`src/rtl/elgamal_modexp_engine_core_defines.svh`:
```
// Assertion macros for the ElGamal engine core.
// No dependencies; included by the top level only.
`ifndef ELGAMAL_MODEXP_ENGINE_CORE_DEFINES_SVH
`define ELGAMAL_MODEXP_ENGINE_CORE_DEFINES_SVH

// cond implies expr in the same cycle
`define EMEC_ASSERT_NOW(label, cond, expr) \
  label: assert property (@(posedge clk) disable iff (!rst_n) (cond) |-> (expr)) \
    else $error("emec check failed");

// cond implies expr in the next cycle
`define EMEC_ASSERT_NEXT(label, cond, expr) \
  label: assert property (@(posedge clk) disable iff (!rst_n) (cond) |=> (expr)) \
    else $error("emec check failed");

`endif

```
`src/rtl/emec_pkg.sv`:
```
// Shared types and constants for the ElGamal engine core.
// No dependencies.
package emec_pkg;

  localparam int MOD_WIDTH = 31;
  localparam int FIELD_W   = 31;
  localparam int CFG_IDX_W = 2;

  localparam logic [CFG_IDX_W-1:0] CFG_MODULUS     = 2'd0;
  localparam logic [CFG_IDX_W-1:0] CFG_PRIVATE_KEY = 2'd1;
  localparam logic [CFG_IDX_W-1:0] CFG_GENERATOR   = 2'd2;

  localparam logic FUNC_ENCRYPT = 1'b0;
  localparam logic FUNC_DECRYPT = 1'b1;

  typedef struct packed {
    logic               func;
    logic [FIELD_W-1:0] operand_a;
    logic [FIELD_W-1:0] operand_b;
  } in_t;

  typedef struct packed {
    logic [FIELD_W-1:0] result_first;
    logic [FIELD_W-1:0] result_second;
  } out_t;

endpackage

```
`src/rtl/elgamal_modexp_engine_core.sv`:
```
// ElGamal encrypt/decrypt engine top level: config registers, sequencer, result register.
// Depends on emec_pkg, emec_modmul and elgamal_modexp_engine_core_defines.svh.
//
//  channel | ports                     | moves
//  in      | in_valid/in_ready/in_data   | func, operand_a, operand_b
//  out     | out_valid/out_ready/out_data| result_first, result_second
//  cfg     | cfg_we/cfg_idx/cfg_wdata    | modulus, private_key, generator
//
// Each modular multiply runs in the shared emec_modmul unit.
// An exponentiation is at most 1 + 2*MOD_WIDTH multiplies; encrypt runs 3 plus one multiply,
// decrypt 2 plus one.
// A modulus below two skips all work and returns zeros.
// in_ready is high only when idle; a finished result holds until out_ready.
// Synchronous active-low reset restores modulus 23, key 1, generator 5.
`include "elgamal_modexp_engine_core_defines.svh"
module elgamal_modexp_engine_core #(
  parameter int MOD_WIDTH = emec_pkg::MOD_WIDTH
) (
  input  logic                            clk,
  input  logic                            rst_n,
  input  logic                            in_valid,
  output logic                            in_ready,
  input  emec_pkg::in_t                   in_data,
  output logic                            out_valid,
  input  logic                            out_ready,
  output emec_pkg::out_t                  out_data,
  input  logic                            cfg_we,
  input  logic [emec_pkg::CFG_IDX_W-1:0]  cfg_idx,
  input  logic [emec_pkg::FIELD_W-1:0]    cfg_wdata
);
  import emec_pkg::*;

  localparam int W  = MOD_WIDTH;
  localparam int CW = $clog2(W);
  localparam logic [CW-1:0] LAST = CW'(W - 1);

  typedef enum logic [6:0] {
    S_IDLE  = 7'b0000001,
    S_INIT  = 7'b0000010,
    S_LDSQ  = 7'b0000100,
    S_BIT   = 7'b0001000,
    S_MULW  = 7'b0010000,
    S_SQW   = 7'b0100000,
    S_FIN   = 7'b1000000
  } state_t;

  state_t        state_r, state_nxt;
  logic          out_valid_r, out_valid_nxt;
  logic [W-1:0]  p_r, key_r, gen_r;
  logic          func_r, func_nxt;
  logic [W-1:0]  a_r, a_nxt, b_r, b_nxt;
  logic [1:0]    ph_r, ph_nxt;
  logic [CW-1:0] cnt_r, cnt_nxt;
  logic [W-1:0]  exp_r, exp_nxt;
  logic [W-1:0]  acc_r, acc_nxt, sq_r, sq_nxt, t_r, t_nxt;
  logic [W-1:0]  first_r, first_nxt, second_r, second_nxt;

  logic          mm_start, mm_done;
  logic [W-1:0]  mm_mcand, mm_mplier, mm_res;
  logic [W-1:0]  pow_base, pow_exp;
  logic          in_xfer, out_xfer;
  logic          mm_wait;

  assign in_xfer  = in_valid && in_ready;
  assign out_xfer = out_valid_r && out_ready;

  always_ff @(posedge clk) begin
    if (!rst_n) begin
      p_r   <= W'(23);
      key_r <= W'(1);
      gen_r <= W'(5);
    end else if (cfg_we) begin
      case (cfg_idx)
        CFG_MODULUS:     p_r   <= cfg_wdata[W-1:0];
        CFG_PRIVATE_KEY: key_r <= cfg_wdata[W-1:0];
        CFG_GENERATOR:   gen_r <= cfg_wdata[W-1:0];
        default: ;
      endcase
    end
  end

  // base and exponent of the current exponentiation
  always_comb begin
    case (ph_r)
      2'd0: begin
        pow_base = (func_r == FUNC_DECRYPT) ? a_r : gen_r;
        pow_exp  = key_r;
      end
      2'd1: begin
        pow_base = t_r;
        pow_exp  = (func_r == FUNC_DECRYPT) ? p_r - W'(2) : b_r;
      end
      default: begin
        pow_base = gen_r;
        pow_exp  = b_r;
      end
    endcase
  end

  emec_modmul #(.W(W)) u_mul (
    .clk     (clk),
    .rst_n   (rst_n),
    .start   (mm_start),
    .mcand   (mm_mcand),
    .mplier  (mm_mplier),
    .modulus (p_r),
    .done    (mm_done),
    .result  (mm_res)
  );

  always_comb begin
    state_nxt     = state_r;
    out_valid_nxt = out_valid_r;
    func_nxt      = func_r;
    a_nxt         = a_r;
    b_nxt         = b_r;
    ph_nxt        = ph_r;
    cnt_nxt       = cnt_r;
    exp_nxt       = exp_r;
    acc_nxt       = acc_r;
    sq_nxt        = sq_r;
    t_nxt         = t_r;
    first_nxt     = first_r;
    second_nxt    = second_r;
    mm_start      = 1'b0;
    mm_mcand      = sq_r;
    mm_mplier     = sq_r;

    if (out_xfer) out_valid_nxt = 1'b0;

    case (state_r)
      S_IDLE: begin
        if (in_xfer) begin
          func_nxt = in_data.func;
          a_nxt    = in_data.operand_a[W-1:0];
          b_nxt    = in_data.operand_b[W-1:0];
          ph_nxt   = 2'd0;
          if (p_r < W'(2)) begin
            first_nxt     = '0;
            second_nxt    = '0;
            out_valid_nxt = 1'b1;
          end else begin
            state_nxt = S_INIT;
          end
        end
      end
      S_INIT: begin
        // sq = base mod p, as 1 * base
        mm_start  = 1'b1;
        mm_mcand  = W'(1);
        mm_mplier = pow_base;
        acc_nxt   = W'(1);
        exp_nxt   = pow_exp;
        cnt_nxt   = '0;
        state_nxt = S_LDSQ;
      end
      S_LDSQ: begin
        if (mm_done) begin
          sq_nxt    = mm_res;
          state_nxt = S_BIT;
        end
      end
      S_BIT: begin
        mm_start = 1'b1;
        if (exp_r[0]) begin
          mm_mcand  = acc_r;
          mm_mplier = sq_r;
          state_nxt = S_MULW;
        end else begin
          state_nxt = S_SQW;
        end
      end
      S_MULW: begin
        if (mm_done) begin
          acc_nxt   = mm_res;
          mm_start  = 1'b1;
          state_nxt = S_SQW;
        end
      end
      S_SQW: begin
        if (mm_done) begin
          sq_nxt  = mm_res;
          exp_nxt = exp_r >> 1;
          cnt_nxt = cnt_r + 1'b1;
          if (cnt_r != LAST) begin
            state_nxt = S_BIT;
          end else if (ph_r == 2'd0) begin
            t_nxt     = acc_r;
            ph_nxt    = 2'd1;
            state_nxt = S_INIT;
          end else if (ph_r == 2'd1 && func_r == FUNC_ENCRYPT) begin
            t_nxt     = acc_r;
            ph_nxt    = 2'd2;
            state_nxt = S_INIT;
          end else if (ph_r == 2'd1) begin
            // decrypt: message = c2 * inverse
            t_nxt     = acc_r;
            mm_start  = 1'b1;
            mm_mcand  = acc_r;
            mm_mplier = b_r;
            state_nxt = S_FIN;
          end else begin
            // encrypt: c1 done, c2 = shared * message
            first_nxt = acc_r;
            mm_start  = 1'b1;
            mm_mcand  = t_r;
            mm_mplier = a_r;
            state_nxt = S_FIN;
          end
        end
      end
      S_FIN: begin
        if (mm_done && !out_valid_r) begin
          if (func_r == FUNC_DECRYPT) begin
            first_nxt  = mm_res;
            second_nxt = '0;
          end else begin
            second_nxt = mm_res;
          end
          out_valid_nxt = 1'b1;
          state_nxt     = S_IDLE;
        end
      end
      default: state_nxt = S_IDLE;
    endcase
  end

  always_ff @(posedge clk) begin
    if (!rst_n) begin
      state_r     <= S_IDLE;
      out_valid_r <= 1'b0;
      ph_r        <= 2'd0;
      cnt_r       <= '0;
    end else begin
      state_r     <= state_nxt;
      out_valid_r <= out_valid_nxt;
      ph_r        <= ph_nxt;
      cnt_r       <= cnt_nxt;
    end
    func_r   <= func_nxt;
    a_r      <= a_nxt;
    b_r      <= b_nxt;
    exp_r    <= exp_nxt;
    acc_r    <= acc_nxt;
    sq_r     <= sq_nxt;
    t_r      <= t_nxt;
    first_r  <= first_nxt;
    second_r <= second_nxt;
  end

  assign in_ready  = (state_r == S_IDLE) && !out_valid_r;
  assign out_valid = out_valid_r;
  assign out_data.result_first  = FIELD_W'(first_r);
  assign out_data.result_second = FIELD_W'(second_r);

  assign mm_wait = (state_r == S_LDSQ) || (state_r == S_MULW) ||
                   (state_r == S_SQW) || (state_r == S_FIN);

  `EMEC_ASSERT_NOW(a_ready_excl, out_valid_r, !in_ready)
  `EMEC_ASSERT_NEXT(a_busy_after_in, in_xfer, !in_ready)
  `EMEC_ASSERT_NOW(a_done_in_wait, mm_done, mm_wait)
endmodule

```
`src/rtl/emec_modmul.sv`:
```
// Iterative modular multiplier: mcand * mplier mod modulus, one multiplier bit per cycle.
// mcand must be below modulus; mplier may be any value. No dependencies.
module emec_modmul #(
  parameter int W = 31
) (
  input  logic         clk,
  input  logic         rst_n,
  input  logic         start,
  input  logic [W-1:0] mcand,
  input  logic [W-1:0] mplier,
  input  logic [W-1:0] modulus,
  output logic         done,
  output logic [W-1:0] result
);
  localparam int CW = (W > 1) ? $clog2(W) : 1;
  localparam logic [CW-1:0] LAST = CW'(W - 1);

  logic          busy_r, busy_nxt;
  logic          done_r, done_nxt;
  logic [CW-1:0] cnt_r, cnt_nxt;
  logic [W-1:0]  acc_r, acc_nxt;
  logic [W-1:0]  mpl_r, mpl_nxt;
  logic [W-1:0]  mc_r, mc_nxt;
  logic [W:0]    dbl, red1, sum, red2;

  // acc = 2*acc + bit*mcand, kept below modulus by two conditional subtracts
  always_comb begin
    dbl  = {acc_r, 1'b0};
    red1 = (dbl >= {1'b0, modulus}) ? dbl - {1'b0, modulus} : dbl;
    sum  = red1 + (mpl_r[W-1] ? {1'b0, mc_r} : '0);
    red2 = (sum >= {1'b0, modulus}) ? sum - {1'b0, modulus} : sum;
  end

  always_comb begin
    busy_nxt = busy_r;
    done_nxt = 1'b0;
    cnt_nxt  = cnt_r;
    acc_nxt  = acc_r;
    mpl_nxt  = mpl_r;
    mc_nxt   = mc_r;
    if (start) begin
      busy_nxt = 1'b1;
      cnt_nxt  = '0;
      acc_nxt  = '0;
      mpl_nxt  = mplier;
      mc_nxt   = mcand;
    end else if (busy_r) begin
      acc_nxt = red2[W-1:0];
      mpl_nxt = {mpl_r[W-2:0], 1'b0};
      cnt_nxt = cnt_r + 1'b1;
      if (cnt_r == LAST) begin
        busy_nxt = 1'b0;
        done_nxt = 1'b1;
      end
    end
  end

  always_ff @(posedge clk) begin
    if (!rst_n) begin
      busy_r <= 1'b0;
      done_r <= 1'b0;
      cnt_r  <= '0;
    end else begin
      busy_r <= busy_nxt;
      done_r <= done_nxt;
      cnt_r  <= cnt_nxt;
    end
    acc_r <= acc_nxt;
    mpl_r <= mpl_nxt;
    mc_r  <= mc_nxt;
  end

  assign done   = done_r;
  assign result = acc_r;
endmodule
```
`config.mk`:
```
export PLATFORM = sky130hd
export DESIGN_NAME = elgamal_modexp_engine_core
export DESIGN_NICKNAME = d
export VERILOG_FILES = /design/src/rtl/emec_pkg.sv /design/src/rtl/elgamal_modexp_engine_core.sv /design/src/rtl/emec_modmul.sv
export VERILOG_INCLUDE_DIRS = /design/src /design/src/rtl
export SDC_FILE = /design/constraint.sdc
export NUM_CORES = 1
export LEC_CHECK = 0
export BUFFER_PORTS_ARGS = -buffer_cell sky130_fd_sc_hd__buf_2
export CAP_MARGIN = 20
export CORE_UTILIZATION = 35
export DETAILED_ROUTE_END_ITERATION = 7
export GPL_ROUTABILITY_DRIVEN = 0
export PLACE_DENSITY = 0.51
export SLEW_MARGIN = 20
export SYNTH_ARGS = -nofsm -noshare
export SYNTH_HDL_FRONTEND = slang
export SYNTH_SLANG_ARGS = --single-unit
export TNS_END_PERCENT = 5
```
`constraint.sdc`:
```
create_clock -name clk -period 9.4 [get_ports clk]
set_input_delay 0 -clock clk [delete_from_list [all_inputs] [get_ports clk]]
set_output_delay 0 -clock clk [all_outputs]
set_load 0.05 [all_outputs]
```
Yosys cells after proc, flatten, opt, wreduce, memory -nomap -nowiden --
Cells that the tools add are included. W data, S select, Z words.
Word-level totals: output and inout port bits 64, logic and storage cells 165, flip-flop bits (word level) 457
Cells by class: reductions and logical operators 30, $lt $le $gt $ge 3, equal/unequal tests 25, add/subtract/negate cells 6, bitwise operators 4, mux-type cells 75
Operator list (number):
- $mux W31 | 32
- $pmux W31 S2 | 6
- $pmux W31 S3 | 2
- $ge A32 B31 Y1 | 2
- $mux W7 | 9
- $pmux W7 S7 | 1
- $add A32 B31 Y32 | 1
- $mux W32 | 1
- $sub A32 B31 Y32 | 1
- $lt A31 B2 Y1 const B | 1
- $sub A31 B2 Y31 const B | 1
- $sub A31 B31 Y31 | 1
- $ne A2 B2 Y1 const B | 9
- $reduce_and A2 Y1 | 7
- $mux W1 | 13
- $add A5 B1 Y5 const B | 2
- $mux W2 | 5
- $pmux W5 S2 | 1
- $reduce_and A10 Y1 | 1
- $reduce_bool A2 Y1 | 5
- $eq A7 B1 Y1 const B | 1
- $eq A7 B2 Y1 const B | 1
- $eq A7 B3 Y1 const B | 1
- $eq A7 B4 Y1 const B | 1
- other kinds (25) | 38

Longest topological paths before layout --
Gate-level depths: netlist (run 1).
depth after elaboration 8, gate-level depth with buffers 36

By module --
From an unflattened synthesis (run 1), not the netlist that was laid out.
Unflattened totals: cells, all modules 2521, area total of the unflattened synthesis 25303.0 um^2
By module, submodules not included:
- elgamal_modexp_engine_core | cells each 1473, instances 1, sequential area each 9639.2 um^2, area an instance 16210.5 um^2
- emec_modmul | cells each 1048, instances 1, sequential area each 2622.5 um^2, area an instance 9092.5 um^2

Least setup slack after synthesis (run 1) --
OpenSTA, ideal clock, no wires.
path kind flip-flop to flip-flop, start register p_r[8], end register u_mul.acc_r[29] (netlist: u_mul.result[29]), cell stages (with the launch flop) 34, arrival time 6.556 ns, path slack 2.707 ns, cells stage by stage dfxtp_1 inv_1 ha_1 clkbuf_1 a21oi_1 nor2_1 o41ai_1 a21boi_0 o21a_1 o21a_1 o211ai_1 a21boi_0 or3_1 a31o_2 ha_1 nand3_1 nor3_1 and3_1 o211ai_1 a31oi_1 a21oi_1 o21ai_0 xor2_1 ha_1 nand3_1 nor4_1 and3_1 nor4_1 o31ai_1 and3b_1 mux2_2 buf_2 a2111oi_0 a211oi_1
On the way: word-level cells in the longest chain between the ends 5
RTL lines:
- start, declared | line elgamal_modexp_engine_core.sv:49 | logic [W-1:0] p_r, key_r, gen_r;
- start signal, assigned | line elgamal_modexp_engine_core.sv:74 | CFG_MODULUS: p_r <= cfg_wdata[W-1:0];
- $sub A32 B31 Y32 or $ge A32 B31 Y1 (tied branches) | line emec_modmul.sv:29 | red1 = (dbl >= {1'b0, modulus}) ? dbl - {1'b0, modulus} : dbl;
- $mux W32 | line emec_modmul.sv:29
- $add A32 B31 Y32 | line emec_modmul.sv:30 | sum = red1 + (mpl_r[W-1] ? {1'b0, mc_r} : '0);
- $sub A31 B31 Y31 or $ge A32 B31 Y1 (tied branches) | line emec_modmul.sv:31 | red2 = (sum >= {1'b0, modulus}) ? sum - {1'b0, modulus} : sum;
- $mux W31 (*) | line emec_modmul.sv:31
- end signal, assigned | line emec_modmul.sv:68 | acc_r <= acc_nxt;
- end, declared | line emec_modmul.sv:21 | logic [W-1:0] acc_r, acc_nxt;
Every way passes the cells marked *; elsewhere a longest branch is shown, timed or not. A chain may end at the register's enable or synchronous reset.

Worst setup path after layout (run 1) --
start register u_mul.acc_r[7] (netlist: u_mul.result[7]), end register u_mul.acc_r[2] (netlist: u_mul.result[2])
On the way: word-level cells in the longest chain between the ends 5
RTL lines (line):
- $sub A32 B31 Y32 or $ge A32 B31 Y1 (tied branches) | emec_modmul.sv:29
- $mux W32 (*) | emec_modmul.sv:29
- $add A32 B31 Y32 (*) | emec_modmul.sv:30
- $ge A32 B31 Y1 or $sub A31 B31 Y31 (tied branches) | emec_modmul.sv:31
- $mux W31 (*) | emec_modmul.sv:31
Marked as above.

==> results of run 1 <==
==> worst min-delay path by stage <==
stage / start / to / cells after the start
floorplan: in_data[31] / a_r[0]$_DFFE_PP_ / 0
detailed placement: in_data[59] / a_r[28]$_DFFE_PP_ / 1
global route: in_data[0] / b_r[0]$_DFFE_PP_ / 2
CTS: cfg_idx[1] / p_r[27]$_SDFFE_PN0P_ / 5
finish: cfg_idx[1] / p_r[12]$_SDFFE_PN0P_ / 5
global placement: in_data[28] / b_r[28]$_DFFE_PP_ / 1
==> layout make-up <==
| type | instances | area share, % |
|---|---|---|
| Clock buffer | 67 | 4.90 |
| Tap cell | 950 | 3.98 |
| Inverter | 95 | 1.20 |
| Timing Repair Buffer | 304 | 7.16 |
| Sequential cell | 457 | 41.1 |
| Clock inverter | 31 | 1.00 |
| Multi-Input combinational cell | 1870 | 40.6 |
==> cell usage after synthesis, types with 28 or more instances <==
cell type,n
nand2_1,372
edfxtp_1,311
nor2_1,169
a21oi_1,160
dfxtp_1,146
clkbuf_1,124
o21ai_0,119
ha_1,98
a21boi_0,94
inv_1,93
xnor2_1,68
and2_1,64
o22ai_1,61
and3_1,43
mux2i_1,39
a31oi_1,38
xor2_1,35
mux2_2,34
nor3_1,34
a21o_1,32
o32ai_1,32
nand3_1,31
o22a_1,31
a222oi_1,30
a22o_1,30
o221ai_1,28
==> per-stage QoR <==
stage | util [%] | hold WS [ns] | area (sq um) | worst slack, ns
6_report | 41.7 | 0.0755 | 29800 | 1.15
5_1_grt | 41.7 | 0.0816 | 29800 | 0.299
4_1_cts | 41.7 | 0.0446 | 29800 | 1.28
3_5_place_dp | 37.9 | 0.178 | 27100 | 1.33
3_3_place_gp | 37.8 | 0.177 | 27000 | 1.52
2_1_floorplan | - | 0.0989 | 25300 | 2.71
==> worst reg2reg max path: cells and delay by family (launching register included) <==
kind	cells	cell delay (ns)
muxes	1	0.61
xor gates and xnor gates	1	0.23
DFF	1	0.57
adders and majority gates	3	1.13
and+or+nand+nor	11	2.26
AOI/OAI and AO/OA	14	3.36
==> repair_timing <==
item                                   in CTS  in global routing
hold buffers                              101                  0
endpoints found under the hold margin     161                  0
setup buffers                               0                  0
==> metal layers <==
layer / track usage [%] / vias to the layer above / routed length (um)
li1: - / 9984 / -
met1: 30.7 / 10500 / 36800
met2: 40.0 / 838 / 42600
met3: 2.80 / 175 / 5190
met4: 10.1 / 2 / 3840
met5: 0 / - / 11
==> power breakdown <==
part	leakage (uW)	internal [uW]	switching, uW
logic	0.00636	2880	4600
registers	0.00404	2480	326
clock network	0.000861	1210	892
total	0.0113	6580	5820
==> cells by family (layout without fill, tap and decap cells) <==
| group | count (synthesis) | after routing | share of synthesized area, % |
|---|---|---|---|
| and+or+nand+nor | 816 | 816 | 14.9 |
| AOI/OAI and AO/OA | 777 | 777 | 21.0 |
| xor gates and xnor gates | 103 | 103 | 3.56 |
| buffers and inverters | 255 | 497 | 4.02 |
| adders and majority gates | 101 | 101 | 5.08 |
| DFF | 457 | 457 | 48.4 |
| muxes | 73 | 73 | 3.05 |
==> flow_summary.ini, run 1 <==
[global_routing]
grt_pass1_wl_um = 133000
grt_max_degree = 70
grt_overflow_total = 0
grt.total_usage_pct = 23.8
grt_pass1_vias = 21100
antenna_found_initial = 3

[worst_setup_path]
cpMaxStageDelayCell = mux2_2
startpoint = u_mul.result[7]$_SDFFE_PP0P_
worstPathArrival_ns = 8.75
critPathKind = flop to flop
worstReg2RegEnd = u_mul.result[2]$_SDFFE_PP0P_
timing.rr.start = u_mul.result[7]$_SDFFE_PP0P_
path_buf_inv = 0
cp.depth = 30
reg2reg_slack_ns = 1.15
endpoint_kind = flop
r2r_cells = 30
slowest_delay_ns = 0.61
worstSetupStartpointType = flop
critPathTopFamily = compound AO/OA/AOI/OAI gates
cp_max_fo = 30
crit_path_end = u_mul.result[2]$_SDFFE_PP0P_
required_ns = 9.90

[clock_network]
htree_levels = 2
tritoncts = built
cts_resized = 0
clockBufferDepth = 3
clk_pin_slew_worst_paths_ns = 0.07
cts_num_sinks = 457
root_buffer = clkbuf_16
cts_buffers = 53
clk_latency_ns = 0.62

[drt]
antenna_left = 0
num_vias = 21500
totalWireLength_um = 88400
drc = 0
drt_pass1_iterations = 6
post_drt_wl_per_cell_um = 23.4
drtIter0Drc = 2008
viasPerCell = 5.70

[final_layout]
nets = 2983
drive_gt1_share_pct = 12.7
regArea_sq_mm = 0.0123
fillers = 6910
multi_input_area_sq_mm = 0.0121
stdcell_count = 3774
layout_common_cells = nand2_1, edfxtp_1, nor2_1, buf_2, a21oi_1
layout_commonest_cell = nand2_1
n_antenna_cell = 0
areaGrowthSynthToFinish_pct = 17.8

[floorplan]
core-area_sq_mm = 0.0715
row_count = 98
start_util_pct = 35.4
fp.dieW_um = 271
die_area_sq_mm = 0.0734
io_pins = 165
fp.dieH_um = 271

[synth]
synthArstFlopShare_pct = 0
synth_warnings = 0
syn_area_sq_mm = 0.0253
ys_ff_latch = 457
ys_types = 79
syn_nets = 2784
yosys-top-cells-area = edfxtp_1, dfxtp_1, nand2_1
syn_avg_cell_area_sq_um = 9.80
synth_top_area_share_pct = 36.9
syn_inst = 2582
synth_edf_count = 311
ys_seq_area_share_pct = 48.4
synth_top_area_cell = edfxtp_1
synth_flop_cell = edfxtp_1

[timing]
skew_ns = 0.0214
rsz0062_at_grt = no
period_minus_slack_ns = 8.25
setup_violations = 0
slew_viol_final = 0
worst_slew_pin_slew_ns = 1.15
hold_viol_final = 0
timing.fmax_mhz = 121
fin_crit_sh_pct = 87.8
finalSetupTns_ns = 0
slew_headroom_pct = 23.4

[power_and_ir_drop]
leakagePower_uw = 0.0113
p_total_uw = 12400
power_density_mw_per_mm2 = 416
ir_drop_mv = 0.408

[outcome]
outcome = finished, final reports clean

[worst_hold_path]
min_path_type = input port to flop

[placement]
port_buffers = 164
dp_hpwl_um = 61100
dp_cells = 3575

[job]
max_cap_viol_count = 0
No activity file was read; power rests on OpenSTA's default activity.
==> run 2: changes to the inputs <==
==> constraint.sdc (replaced) <==
create_clock -name clk -period 10 [get_ports clk]
set_input_delay 0 -clock clk [delete_from_list [all_inputs] [get_ports clk]]
set_output_delay 0 -clock clk [all_outputs]
set_load 0.05 [all_outputs]
==> run 2 against run 1 <==
Effect of this change:
- setup slack better by 0.62 ns
- fmax is 0.28% higher
- largest cell class unchanged
- cell area is 0.25% lower
==> flow_summary.ini, run 2 (synthesized netlist as in run 1, its figures left out) <==
[drt]
num_vias = 21400
drc = 0
antenna_left = 0
totalWireLength_um = 88000
drtIter0Drc = 1922
drt_pass1_iterations = 6
post_drt_wl_per_cell_um = 23.3
viasPerCell = 5.68

[clock_network]
clockBufferDepth = 3
cts_num_sinks = 457
clk_pin_slew_worst_paths_ns = 0.06
htree_levels = 2
cts_resized = 0
tritoncts = built
cts_buffers = 53
clk_latency_ns = 0.63
root_buffer = clkbuf_16

[final_layout]
regArea_sq_mm = 0.0123
n_antenna_cell = 0
layout_common_cells = nand2_1, edfxtp_1, nor2_1, buf_2, a21oi_1
nets = 2978
multi_input_area_sq_mm = 0.0121
layout_commonest_cell = nand2_1
final_cell_area_sq_mm = 0.0298
utilization_pct = 41.6
drive_gt1_share_pct = 12.7
fillers = 6920
areaGrowthSynthToFinish_pct = 17.5

[timing]
slew_headroom_pct = 24.1
rsz0062_at_grt = no
timing.fmax_mhz = 122
hold_viol_final = 0
hold_ws_ns = 0.0517
fin_crit_sh_pct = 82.3
period_minus_slack_ns = 8.23
slew_viol_final = 0
skew_ns = 0.0188
finalSetupTns_ns = 0
setup_violations = 0
worst_slew_pin_slew_ns = 1.14

[power_and_ir_drop]
ir_drop_mv = 0.461
power_density_mw_per_mm2 = 391
comb_power_share_pct = 60.6
power.share.clock_pct = 16.7
p_seq_share_pct = 22.7
leakagePower_uw = 0.0112
p_total_uw = 11600
intPower_uw = 6160
p_sw_uw = 5470
swShare_pct = 47.0

[global_routing]
grt_max_degree = 70
grt_pass1_wl_um = 132000
antenna_found_initial = 2
grt.total_usage_pct = 23.6
grt_overflow_total = 0
grt_pass1_vias = 20800

[placement]
place_area_sq_mm = 0.0270
port_buffers = 164
dp_hpwl_um = 61100

[worst_setup_path]
cpMaxStageDelayCell = mux2_2
slowest_delay_ns = 0.64
worstSetupStartpointType = flop
required_ns = 10.50
worstPathArrival_ns = 8.73
endpoint_kind = flop
critPathKind = flop to flop
cp_max_fo = 30

[floorplan]
core-area_sq_mm = 0.0715
io_pins = 165
start_util_pct = 35.4
fp.dieH_um = 271
fp.dieW_um = 271
die_area_sq_mm = 0.0734
row_count = 98

[worst_hold_path]
min_path_type = input port to flop

[outcome]
outcome = finished, final reports clean

[job]
max_cap_viol_count = 0
-- run 2: routing by layer --
layer	vias up	track usage [%]	wire, um
li1	9969	-	-
met1	10500	30.1	36500
met2	787	40.2	42900
met3	164	2.72	4980
met4	2	9.77	3600
met5	-	0	13
-- run 2: stage by stage --
step,setup slack (ns),cells
6_report,1.77,3770
5_1_grt,1.09,3770
4_1_cts,1.93,3770
3_5_place_dp,1.99,3571
3_3_place_gp,2.14,3570
2_1_floorplan,3.31,2582
-- run 2: final cells by class --
cell class	count	share of cell area (%)
timing repair buffer	299	7.05
inverter	95	1.20
sequential	457	41.2
clock buffer	73	4.98
tap	950	3.99
multi-input combinational	1870	40.7
clock inverter	26	0.812
-- run 2: repair_timing --
item                                    in CTS  in global routing
hold buffers                               100                  0
endpoints found under the hold margin      163                  0
buffers inserted                             0                  0
endpoints found under the setup margin       0                  0
-- run 2: power by group through the flow --
| stage | Clock, uW | Combinational (uW) | Sequential, uW |
|---|---|---|---|
| after floorplan | 0 | 5320 | 2500 |
| after global placement | 0 | 6830 | 2680 |
| after detailed placement | 0 | 6870 | 2680 |
| after CTS | 1990 | 6950 | 2640 |
| after global routing | 2050 | 7810 | 2670 |
| final | 1940 | 7050 | 2640 |
-- run 2: worst paths after layout --
path                          start                      endpoint  slack, ns  depth (start not counted)
max             p_r[8]$_SDFFE_PN0P_  u_mul.result[2]$_SDFFE_PP0P_       1.77                         31
min                      cfg_idx[1]          p_r[13]$_SDFFE_PN0P_       0.05                          5
max reg2reg     p_r[8]$_SDFFE_PN0P_  u_mul.result[2]$_SDFFE_PP0P_       1.77                         31
min reg2reg  key_r[19]$_SDFFE_PN0P_        key_r[19]$_SDFFE_PN0P_       0.46                          2
-- run 2: critical path: cells and delay by family (launching register included) --
family / cells / cell delay (ns)
xor gates and xnor gates: 1 / 0.21
adders and majority gates: 3 / 1.14
AOI/OAI and AO/OA: 14 / 3.35
DFF: 1 / 0.39
and+or+nand+nor: 11 / 2.21
buffers and inverters: 1 / 0.15
muxes: 1 / 0.64
